==> config.mk <==
export PLATFORM = sky130hd
export DESIGN_NAME = resizable_id_pool_allocator_unit
export DESIGN_NICKNAME = d
export VERILOG_FILES = /design/src/ripa_pkg.sv /design/src/resizable_id_pool_allocator_unit.sv
export SDC_FILE = /design/constraint.sdc
export NUM_CORES = 2
export LEC_CHECK = 0
export ABC_AREA = 1
export BUFFER_PORTS_ARGS = -buffer_cell sky130_fd_sc_hd__buf_2
export CAP_MARGIN = 15
export CORE_UTILIZATION = 55
export CTS_CLUSTER_SIZE = 20
export DETAILED_ROUTE_END_ITERATION = 6
export GPL_TIMING_DRIVEN = 1
export PLACE_DENSITY = 0.69
export REMOVE_ABC_BUFFERS = 1
export SLEW_MARGIN = 20
export SYNTH_ARGS = -nofsm -noshare
export SYNTH_HDL_FRONTEND = slang
export SYNTH_SLANG_ARGS = --single-unit
==> constraint.sdc <==
create_clock -name i_clk -period 10.4 [get_ports i_clk]
set_input_delay 0.52 -clock i_clk [delete_from_list [all_inputs] [get_ports i_clk]]
set_output_delay 0.52 -clock i_clk [all_outputs]
set_load 0.1 [all_outputs]
==> src/ripa_pkg.sv <==
`timescale 1ns / 1ps
// Package for the resizable ID pool allocator: sizes, command codes and
// sequencer states. No dependencies.
package ripa_pkg;

    // ID space is fixed by the 8-bit ID fields
    localparam int ID_SPACE = 256;
    localparam int ID_W     = 8;
    localparam int CNT_W    = 9;

    localparam logic [CNT_W-1:0] POOL_MAX = CNT_W'(ID_SPACE);
    localparam logic [ID_W-1:0]  ID_LAST  = ID_W'(ID_SPACE - 1);

    // Request widths
    localparam int S_TDATA_W = 24;
    localparam int S_TUSER_W = 2;
    localparam int M_TDATA_W = 40;

    typedef enum logic [1:0] {
        CMD_RENT   = 2'd0,
        CMD_RETURN = 2'd1,
        CMD_RESIZE = 2'd2,
        CMD_QUERY  = 2'd3
    } t_cmd;

    typedef enum logic [1:0] {
        ST_CLEAR,
        ST_IDLE,
        ST_EXEC,
        ST_GROW
    } t_state;

endpackage

==> src/resizable_id_pool_allocator_unit.sv <==
`timescale 1ns / 1ps
// Resizable ID pool allocator: FIFO free list and handed-out bitmap, both
// kept in single-port-write synchronous memories. Depends on ripa_pkg.
//
//  channel  | dir | payload
//  ---------+-----+---------------------------------------------------------
//  s (in)   | in  | tuser: cmd[1:0]; tdata: returned_id[7:0], new_size[16:8]
//  m (out)  | out | tdata: ok[0], granted_id[8:1], free_count[17:9],
//           |     |        target_size[26:18], pending_retire[35:27],
//           |     |        ids_exhausted[36]
//
// Rent, return, query and shrinking or steady resize read both memories as
// the request is taken, then modify and write back in ST_EXEC. A growing
// resize then mints fresh IDs (up to 255) in ST_GROW via the single free-list
// write port. After reset a clearing pass zeroes both memories; no request is
// taken then. A request is taken only while the output register is empty or
// its result is taken at the same edge, so a stalled result holds the input.
module resizable_id_pool_allocator_unit
    import ripa_pkg::*;
(
    input  logic                 i_clk,
    input  logic                 i_rst_n,
    input  logic                 i_s_tvalid,
    output logic                 o_s_tready,
    input  logic [S_TDATA_W-1:0] i_s_tdata,   // returned_id[7:0], new_size[16:8]
    input  logic [S_TUSER_W-1:0] i_s_tuser,   // cmd[1:0]
    output logic                 o_m_tvalid,
    input  logic                 i_m_tready,
    output logic [M_TDATA_W-1:0] o_m_tdata    // ok, granted_id, free_count,
                                              // target_size, pending_retire,
                                              // ids_exhausted
);

    // Storage
    logic [ID_W-1:0] fl_mem [ID_SPACE];
    logic            ho_mem [ID_SPACE];

    // Registers
    t_state           r_state,     n_state;
    logic [ID_W-1:0]  r_clr_cnt,   n_clr_cnt;
    t_cmd             r_cmd;
    logic [ID_W-1:0]  r_rid;
    logic [CNT_W-1:0] r_nsz;
    logic [ID_W-1:0]  r_fl_rdata;
    logic             r_ho_rdata;
    logic [ID_W-1:0]  r_head,      n_head;
    logic [CNT_W-1:0] r_tally,     n_tally;
    logic [CNT_W-1:0] r_fresh,     n_fresh;
    logic [CNT_W-1:0] r_target,    n_target;
    logic [CNT_W-1:0] r_backlog,   n_backlog;
    logic [CNT_W-1:0] r_grow_left, n_grow_left;
    logic             r_exh,       n_exh;
    logic             r_m_valid,   n_m_valid;
    logic [M_TDATA_W-1:0] r_m_tdata;

    // Combinational control
    logic             s_accept;
    logic             s_grow_go;
    logic             s_load;
    logic             s_ok;
    logic [ID_W-1:0]  s_gid;
    logic             s_exh;
    logic             fl_we;
    logic [ID_W-1:0]  fl_waddr;
    logic [ID_W-1:0]  fl_wdata;
    logic             ho_we;
    logic [ID_W-1:0]  ho_waddr;
    logic             ho_wdata;
    logic [CNT_W-1:0] nsz_sat;
    logic [CNT_W-1:0] need;
    logic [CNT_W-1:0] avail;
    logic [CNT_W-1:0] grow_cnt;
    logic [CNT_W-1:0] shrink_amt;
    logic [CNT_W-1:0] take;
    logic [ID_W-1:0]  push_addr;

    assign o_s_tready = (r_state == ST_IDLE) && (!r_m_valid || i_m_tready);
    assign s_accept   = i_s_tvalid && o_s_tready;
    assign o_m_tvalid = r_m_valid;
    assign o_m_tdata  = r_m_tdata;

    // Resize arithmetic
    assign nsz_sat    = (r_nsz > POOL_MAX) ? POOL_MAX : r_nsz;
    assign need       = nsz_sat - r_target;
    assign avail      = POOL_MAX - r_fresh;
    assign grow_cnt   = (need > avail) ? avail : need;
    assign shrink_amt = r_target - nsz_sat;
    assign take       = (shrink_amt < r_tally) ? shrink_amt : r_tally;
    assign push_addr  = r_head + r_tally[ID_W-1:0];

    // Next state
    always_comb begin
        n_state = r_state;
        case (r_state)
            ST_CLEAR: begin
                if (r_clr_cnt == ID_LAST) begin
                    n_state = ST_IDLE;
                end
            end
            ST_IDLE: begin
                if (s_accept) begin
                    n_state = ST_EXEC;
                end
            end
            ST_EXEC: begin
                n_state = s_grow_go ? ST_GROW : ST_IDLE;
            end
            ST_GROW: begin
                if (r_grow_left == CNT_W'(1)) begin
                    n_state = ST_IDLE;
                end
            end
            default: begin
                n_state = ST_IDLE;
            end
        endcase
    end

    // Datapath and memory write control
    always_comb begin
        n_clr_cnt   = r_clr_cnt;
        n_head      = r_head;
        n_tally     = r_tally;
        n_fresh     = r_fresh;
        n_target    = r_target;
        n_backlog   = r_backlog;
        n_grow_left = r_grow_left;
        n_exh       = r_exh;
        s_grow_go   = 1'b0;
        s_load      = 1'b0;
        s_ok        = 1'b0;
        s_gid       = '0;
        s_exh       = 1'b0;
        fl_we       = 1'b0;
        fl_waddr    = push_addr;
        fl_wdata    = r_rid;
        ho_we       = 1'b0;
        ho_waddr    = r_rid;
        ho_wdata    = 1'b0;
        case (r_state)
            ST_CLEAR: begin
                // Sweep both memories to zero
                fl_we     = 1'b1;
                fl_waddr  = r_clr_cnt;
                fl_wdata  = '0;
                ho_we     = 1'b1;
                ho_waddr  = r_clr_cnt;
                n_clr_cnt = r_clr_cnt + ID_W'(1);
            end
            ST_EXEC: begin
                case (r_cmd)
                    CMD_RENT: begin
                        // Pop the oldest free ID and mark it handed out
                        s_load = 1'b1;
                        if (r_tally != '0) begin
                            s_ok     = 1'b1;
                            s_gid    = r_fl_rdata;
                            ho_we    = 1'b1;
                            ho_waddr = r_fl_rdata;
                            ho_wdata = 1'b1;
                            n_head   = r_head + ID_W'(1);
                            n_tally  = r_tally - CNT_W'(1);
                        end
                    end
                    CMD_RETURN: begin
                        // Retire against the backlog, else queue at the tail
                        s_load = 1'b1;
                        if (r_ho_rdata) begin
                            s_ok  = 1'b1;
                            ho_we = 1'b1;
                            if (r_backlog != '0) begin
                                n_backlog = r_backlog - CNT_W'(1);
                            end else if (r_tally < POOL_MAX) begin
                                fl_we   = 1'b1;
                                n_tally = r_tally + CNT_W'(1);
                            end
                        end
                    end
                    CMD_RESIZE: begin
                        n_target = nsz_sat;
                        if (nsz_sat > r_target) begin
                            n_exh       = need > avail;
                            n_grow_left = grow_cnt;
                            if (grow_cnt != '0) begin
                                s_grow_go = 1'b1;
                            end else begin
                                s_load = 1'b1;
                                s_ok   = 1'b1;
                                s_exh  = need > avail;
                            end
                        end else begin
                            // Shrink: retire free IDs oldest first in one step
                            s_load = 1'b1;
                            s_ok   = 1'b1;
                            if (nsz_sat < r_target) begin
                                n_backlog = shrink_amt - take;
                                n_head    = r_head + take[ID_W-1:0];
                                n_tally   = r_tally - take;
                            end
                        end
                    end
                    default: begin
                        s_load = 1'b1;
                    end
                endcase
            end
            ST_GROW: begin
                // Mint one fresh ID per cycle into the free list tail
                if (r_tally < POOL_MAX) begin
                    fl_we    = 1'b1;
                    fl_wdata = r_fresh[ID_W-1:0];
                    n_tally  = r_tally + CNT_W'(1);
                end
                n_fresh     = r_fresh + CNT_W'(1);
                n_grow_left = r_grow_left - CNT_W'(1);
                if (r_grow_left == CNT_W'(1)) begin
                    s_load = 1'b1;
                    s_ok   = 1'b1;
                    s_exh  = r_exh;
                end
            end
            default: begin
            end
        endcase
    end

    // Hold or drop the result register
    always_comb begin
        n_m_valid = r_m_valid;
        if (s_load) begin
            n_m_valid = 1'b1;
        end else if (i_m_tready) begin
            n_m_valid = 1'b0;
        end
    end

    // Control registers
    always_ff @(posedge i_clk) begin
        if (!i_rst_n) begin
            r_state     <= ST_CLEAR;
            r_clr_cnt   <= '0;
            r_head      <= '0;
            r_tally     <= CNT_W'(1);
            r_fresh     <= CNT_W'(1);
            r_target    <= CNT_W'(1);
            r_backlog   <= '0;
            r_grow_left <= '0;
            r_exh       <= 1'b0;
            r_m_valid   <= 1'b0;
        end else begin
            r_state     <= n_state;
            r_clr_cnt   <= n_clr_cnt;
            r_head      <= n_head;
            r_tally     <= n_tally;
            r_fresh     <= n_fresh;
            r_target    <= n_target;
            r_backlog   <= n_backlog;
            r_grow_left <= n_grow_left;
            r_exh       <= n_exh;
            r_m_valid   <= n_m_valid;
        end
    end

    // Capture the request and read both memories
    always_ff @(posedge i_clk) begin
        if (s_accept) begin
            r_cmd      <= t_cmd'(i_s_tuser[1:0]);
            r_rid      <= i_s_tdata[7:0];
            r_nsz      <= i_s_tdata[16:8];
            r_fl_rdata <= fl_mem[r_head];
            r_ho_rdata <= ho_mem[i_s_tdata[7:0]];
        end
    end

    // Memory writes
    always_ff @(posedge i_clk) begin
        if (fl_we) begin
            fl_mem[fl_waddr] <= fl_wdata;
        end
        if (ho_we) begin
            ho_mem[ho_waddr] <= ho_wdata;
        end
    end

    // Result register
    always_ff @(posedge i_clk) begin
        if (s_load) begin
            r_m_tdata <= {3'b000, s_exh, n_backlog, n_target, n_tally, s_gid, s_ok};
        end
    end

endmodule
* Yosys cells after proc, flatten, opt, wreduce, memory -nomap -nowiden
Memories as Yosys holds them, arrays and structs flattened. A register that Yosys moved wholly into a read port is not among the register bits. Index checks and enable logic that the tools add are counted.
Word-level totals: bits in registers 121, word-level logic and storage cells 139, bits of input ports 30, ROM bits 0, output and inout port bits 42, bits in latches 0, memory bits (writable) 2304, memories kept 2
Memory list:
- fl_mem | words 256, bits a word 8, read ports 1, clocked after Yosys merged registers in 1, wr ports 1, line resizable_id_pool_allocator_unit.sv:35 | logic [ID_W-1:0] fl_mem [ID_SPACE];
- ho_mem | words 256, bits a word 1, read ports 1, clocked after Yosys merged registers in 1, wr ports 1, line resizable_id_pool_allocator_unit.sv:36 | logic ho_mem [ID_SPACE];
Cells by class: eq/ne operators 15, multipliers 0, mux-type cells 70, shift operators 0, divide/modulo/power cells 0, bitwise gates (word level) 0, magnitude comparators 6, $add $sub $neg 14, reduce and logical (&&, ||, !) cells 17
Operators by type and width (count):
- 2-to-1 mux 9 bit | 18
- 2-to-1 mux 8 bit | 7
- one-hot mux 9 bit (2 select lines) | 3
- one-hot mux 8 bit (2 select lines) | 3
- subtractor 9 bit | 4
- one-hot mux 9 bit (3 select lines) | 1
- nonzero test 9 bit | 3
- subtractor 9 x 1 -> 9 bit, second input constant | 3
- 2-to-1 mux 1 bit | 26
- adder 9 x 1 -> 9 bit, second input constant | 2
- greater-than comparator 9 bit | 2
- < comparator 9 bit | 2
- adder 8 x 1 -> 8 bit, second input constant | 2
- adder 8 bit | 2
- != test 2 bit, second input constant | 8
- AND reduction 3 bit | 4
- one-hot mux 1 bit (2 select lines) | 5
- equality test 9 x 1 -> 1 bit, second input constant | 1
- greater-than comparator 9 bit, second input constant | 1
- < comparator 9 bit, second input constant | 1
- subtractor 9 bit, first input constant | 1
- equality test 8 bit, second input constant | 1
- 2-to-1 mux 2 bit | 4
- one-hot mux 2 bit (4 select lines) | 1
- other kinds (9) | 17

* Logic depth before layout (Yosys ltp)
depth after elaboration 12, gate-level depth with buffers 41, gate-level depth less buffers 39

* Least setup slack after synthesis
OpenSTA, ideal clock, no wires.
path type reg2reg, start point register r_state[0], end point memory fl_mem[0][5], data pin, data required time 8.822 ns, stages on the path, launching flop included 7, buffers on the path 1, path slack 0.574 ns, arrival 8.248 ns, clock period less this slack 9.826 ns, cell sequence dfxtp_1 -> inv_1 -> ha_1 -> nor2_1 -> clkbuf_1 -> o21ai_0 -> a21oi_1
Between the ends: cells in the longest elaborated chain, start to end 2, elaborated cells between the ends (all ways) 3, classes of those cells 1 x eq/ne; 1 x mux; 1 x reduce/logical
Ends and longest elaborated chain:
- start: declaration | line resizable_id_pool_allocator_unit.sv:39 | t_state r_state, n_state;
- start signal: assignment | line resizable_id_pool_allocator_unit.sv:251 | r_state <= n_state;
- equality test 2 bit / logical NOT 2 bit (equally long branches) | line resizable_id_pool_allocator_unit.sv:140 | case (r_state)
- one-hot mux 8 bit (2 select lines) (*) | line resizable_id_pool_allocator_unit.sv:140
- named net fl_wdata[5] | line resizable_id_pool_allocator_unit.sv:65 | logic [ID_W-1:0] fl_wdata;
- end: declaration | line resizable_id_pool_allocator_unit.sv:35
The timed path passes the listed nets; every way through them passes the cells marked *.

* Final worst setup path
start point register r_nsz[1], end point register r_m_tdata[29], in the netlist o_m_tdata[29], enable pin
Between the ends: cells in the longest elaborated chain, start to end 10, elaborated cells between the ends (all ways) 11, classes of those cells 1 x add/sub; 3 x order compare; 6 x mux; 1 x reduce/logical
Ends and longest elaborated chain:
- start: declaration | line resizable_id_pool_allocator_unit.sv:43 | logic [CNT_W-1:0] r_nsz;
- start signal: assignment | line resizable_id_pool_allocator_unit.sv:269 | r_nsz <= i_s_tdata[16:8];
- greater-than comparator 9 bit | line resizable_id_pool_allocator_unit.sv:83 | assign nsz_sat = (r_nsz > POOL_MAX) ? POOL_MAX : r_nsz;
- 2-to-1 mux 9 bit (*) | line resizable_id_pool_allocator_unit.sv:83
- subtractor 9 bit | line resizable_id_pool_allocator_unit.sv:84 | assign need = nsz_sat - r_target;
- greater-than comparator 9 bit | line resizable_id_pool_allocator_unit.sv:86 | assign grow_cnt = (need > avail) ? avail : need;
- 2-to-1 mux 9 bit | line resizable_id_pool_allocator_unit.sv:86
- nonzero test 9 bit | line resizable_id_pool_allocator_unit.sv:184 | if (grow_cnt != '0) begin
- 2-to-1 mux 1 bit | line resizable_id_pool_allocator_unit.sv:184
- 2-to-1 mux 1 bit (*) | line resizable_id_pool_allocator_unit.sv:181 | if (nsz_sat > r_target) begin
- 2-to-1 mux 1 bit (*) | line resizable_id_pool_allocator_unit.sv:151 | case (r_cmd)
- one-hot mux 1 bit (2 select lines) (*) | line resizable_id_pool_allocator_unit.sv:140
- end signal: assignment | line resizable_id_pool_allocator_unit.sv:288 | r_m_tdata <= {3'b000, s_exh, n_backlog, n_target, n_tally, s_gid, s_ok};
- end: declaration | line resizable_id_pool_allocator_unit.sv:54 | logic [M_TDATA_W-1:0] r_m_tdata;
Mark *: on every way between the ends. The rest lies on a longest branch, timed or not. A chain may end at the register's enable or synchronous reset.

==> impl_metrics.yaml <==
status:
  status: "finished clean"
global_routing:
  use_met1_pct: 39.9
  grt_overflow: 0
  grt_pass1_vias: 66000
  grt_max_degree: 217
  met3_usage_pct: 4.68
  busiest_layer: "met2"
  grtUsageTotal_pct: 28.8
  antenna_found_initial: 7
  grt_pass1_wl_um: 407000
  use_met2_pct: 45.7
yosys:
  avgSynthCellArea_um2: 11.7
  postSynthCellCount: 8760
  synth_top_cell_area_share_pct: 69.5
  synth_common_cells: "edfxtp_1, nor2_1, o21ai_0"
  synth_warnings: 0
  synth_top_cell_by_area: "edfxtp_1"
  synth.distinct_cells: 62
  yosys_most_used_dff: "edfxtp_1"
  synth_seq_area_share_pct: 70.8
  synthesis.area_um2: 102000
  synth_seq_cells: 2434
  synth_edf_count: 2369
  synthArstFlopShare_pct: 0
  synthMostInstantiatedCell: "edfxtp_1"
  yosys-top-cells-area: "edfxtp_1, nor2_1, o21ai_0"
clock_tree:
  ctsHtreeMaxLevel: 4
  cts_root_buffer: "clkbuf_16"
  cts_tree: "built"
  cts.repair.resized: 0
  clk_pin_slew_ps: 60
  numCtsBuffers: 234
  clkSinkCount: 2434
  clk_latency_ps: 890
  clockBufferDepth: 3
final_layout:
  fill_cells: 14200
  area_growth_pct: 9.30
  nets: 8665
  multi_input_area_um2: 26400
  final_cells: 11200
  final_layout_size_suffix_gt1_share_pct: 7.07
  seq_area_um2: 72500
sta:
  min_period_ps: 5850
  fin_skew_ps: 32.1
  hold_viol: 0
  whs_ps: 64.4
  rsz0062_at_grt: "false"
  tightest_slew_ps: 1210
  fmax_ghz: 0.171
  setup_violations: 0
  slew_headroom_pct: 18.8
  finalCritPeriodShare_pct: 56.3
  setup-tns-final_ps: 0
  drv_slew: 0
setup_path:
  slowest_delay_ps: 620
  cp.arrival_ps: 6410
  path_class: "reg2reg"
  cp_top_family: "compound AO/OA/AOI/OAI gates"
  required_ps: 10960
  worst-path-max-fanout: 23
  path_buf_inv: 4
  cp_slowest_cell: "o21ai_4"
  critPathCaptureType: "flip-flop"
  worst_setup_path_start_kind: "flip-flop"
floorplan:
  io_pins: 72
  die_x_um: 433
  start_util_pct: 55.7
  core_area_um2: 184000
  dieArea_um2: 188000
  fp-row-count: 157
  die_h_um: 433
power_and_ir_drop:
  clockPowerShare_pct: 42.5
  power_frac_seq_pct: 53.9
  powerDensity_nw_per_um2: 178
  vdd_drop_max_v: 0.000191
  leakagePower_nw: 39.6
  p_sw_mw: 4.24
  cell_internal_pwr_mw: 15.6
  swShare_pct: 21.3
  p_comb_share_pct: 3.6
placement:
  placedCellCount: 10800
  gp_congestion: 0.891
  port_buffers: 61
  dp_hpwl_um: 148000
run:
  drv_cap: 0
route:
  finalWirelength_um: 274000
  wl_per_cell_um: 24.4
  dr.pass1.iters: 6
  via_count: 69800
  drt-vias-per-instance: 6.21
  antenna_left: 0
  drc: 0
  first_iter_violations: 9165
hold_path:
  hold_path_class: "in2reg"
-- cells in the final DEF (no fill, tap or decap), types with 10 or more instances in the layout --
| cell type | n |
|---|---|
| nand2_4 | 10 |
| clkbuf_1 | 47 |
| edfxtp_1 | 2369 |
| clkinv_1 | 61 |
| nor3_1 | 27 |
| nand2_1 | 546 |
| nor2_2 | 13 |
| a21oi_1 | 115 |
| o21ai_0 | 1496 |
| xor2_1 | 33 |
| o211ai_1 | 10 |
| nand2_2 | 32 |
| dfxtp_1 | 59 |
| nor2_1 | 2036 |
| buf_12 | 14 |
| inv_1 | 228 |
| nand3_1 | 227 |
| bufinv_16 | 24 |
| a31oi_1 | 15 |
| inv_2 | 14 |
| dlygate4sd3_1 | 14 |
| clkinv_2 | 55 |
| ha_1 | 75 |
| buf_4 | 72 |
| o22ai_1 | 697 |
| clkbuf_16 | 237 |
| nand4_1 | 10 |
| buf_2 | 60 |
-- what timing repair did --
action | in CTS | in global routing
endpoints found under the hold margin | 14 | 0
setup endpoints to repair | 0 | 0
setup buffers | 0 | 0
hold buffers | 14 | 0
-- worst reg2reg max path, stage by stage, from the launching register on --
cell	delay [ps]
edfxtp_1	410
nor4_1	300
a21oi_1	120
inv_1	100
nand2_1	110
ha_1	200
inv_1	100
fa_1	220
a21oi_1	70
o21ai_0	410
nand2_1	100
nand2_1	90
xor2_1	280
ha_1	320
a21oi_1	150
o21ai_0	90
a21oi_1	130
o21ai_0	130
nand2_2	170
clkinv_1	240
o21ai_0	300
nand2_1	90
nor2_1	110
nand3_1	200
o21ai_4	620
buf_4	420
-- per-stage QoR --
stage	worst slack, ps	utilization [%]	area [um2]	power (mW)
after floorplan	-39670	-	99700	11.3
after global placement	4630	56.6	104000	11.6
after detailed placement	4540	56.6	104000	11.6
after CTS	4500	60.8	112000	19.9
after global routing	3970	60.8	112000	20.3
final	4550	60.8	112000	19.9
-- area by class of cell --
| cell class | instances | area share, % |
|---|---|---|
| Inverter | 256 | 0.887 |
| Multi-Input combinational cell | 5469 | 23.6 |
| Tap cell | 2464 | 2.76 |
| Antenna cell | 6 | 0.0134 |
| Clock inverter | 158 | 1.33 |
| Clock buffer | 286 | 5.48 |
| Timing Repair Buffer | 161 | 1.14 |
| Sequential cell | 2434 | 64.8 |
-- cell families after synthesis --
group	Yosys count	share of synthesized area, %
adders and majority gates	79	0.995
xor gates and xnor gates	39	0.334
DFF	2434	70.8
and+or+nand+nor	2953	11.6
AOI/OAI and AO/OA	2394	12.8
buffers and inverters	859	3.55
other	1	0.00366
muxes	1	0.00978
-- state kept, by name, summed over array words and instances (netlist names) --
register,cells
r_fl_rdata,8
r_cmd,2
o_m_tvalid,1
r_rid,8
r_head,8
r_state,2
r_exh,1
r_tally,9
r_target,9
r_nsz,9
o_m_tdata,37
r_fresh,9
fl_mem,2048
r_grow_left,9
r_ho_rdata,1
ho_mem,256
r_backlog,9
r_clr_cnt,8
-- final timing paths --
| check | start | endpoint | slack [ps] | cells past startpoint |
|---|---|---|---|---|
| setup / recovery | r_nsz[1] | o_m_tdata[29] | 4550 | 25 |
| hold / removal | i_m_tready | o_m_tvalid | 60 | 6 |
| setup reg to reg | r_nsz[1] | o_m_tdata[29] | 4550 | 25 |
| hold reg to reg | r_exh | r_exh | 500 | 2 |
-- power groups by stage --
stage | clock network (mW) | logic (mW) | registers (mW)
finish | 8.45 | 0.707 | 10.7
global route | 8.88 | 0.749 | 10.7
CTS | 8.51 | 0.692 | 10.7
detailed placement | 0 | 0.686 | 10.9
global placement | 0 | 0.675 | 10.9
floorplan | 0 | 0.370 | 10.9
-- metal layers --
layer  up-vias  wire length, um
met1     34200           107000
met4         2            10500
met3       576            26900
li1      31300                -
met2      3660           129000
met5         -               13
No activity file was read; power rests on OpenSTA's default activity.
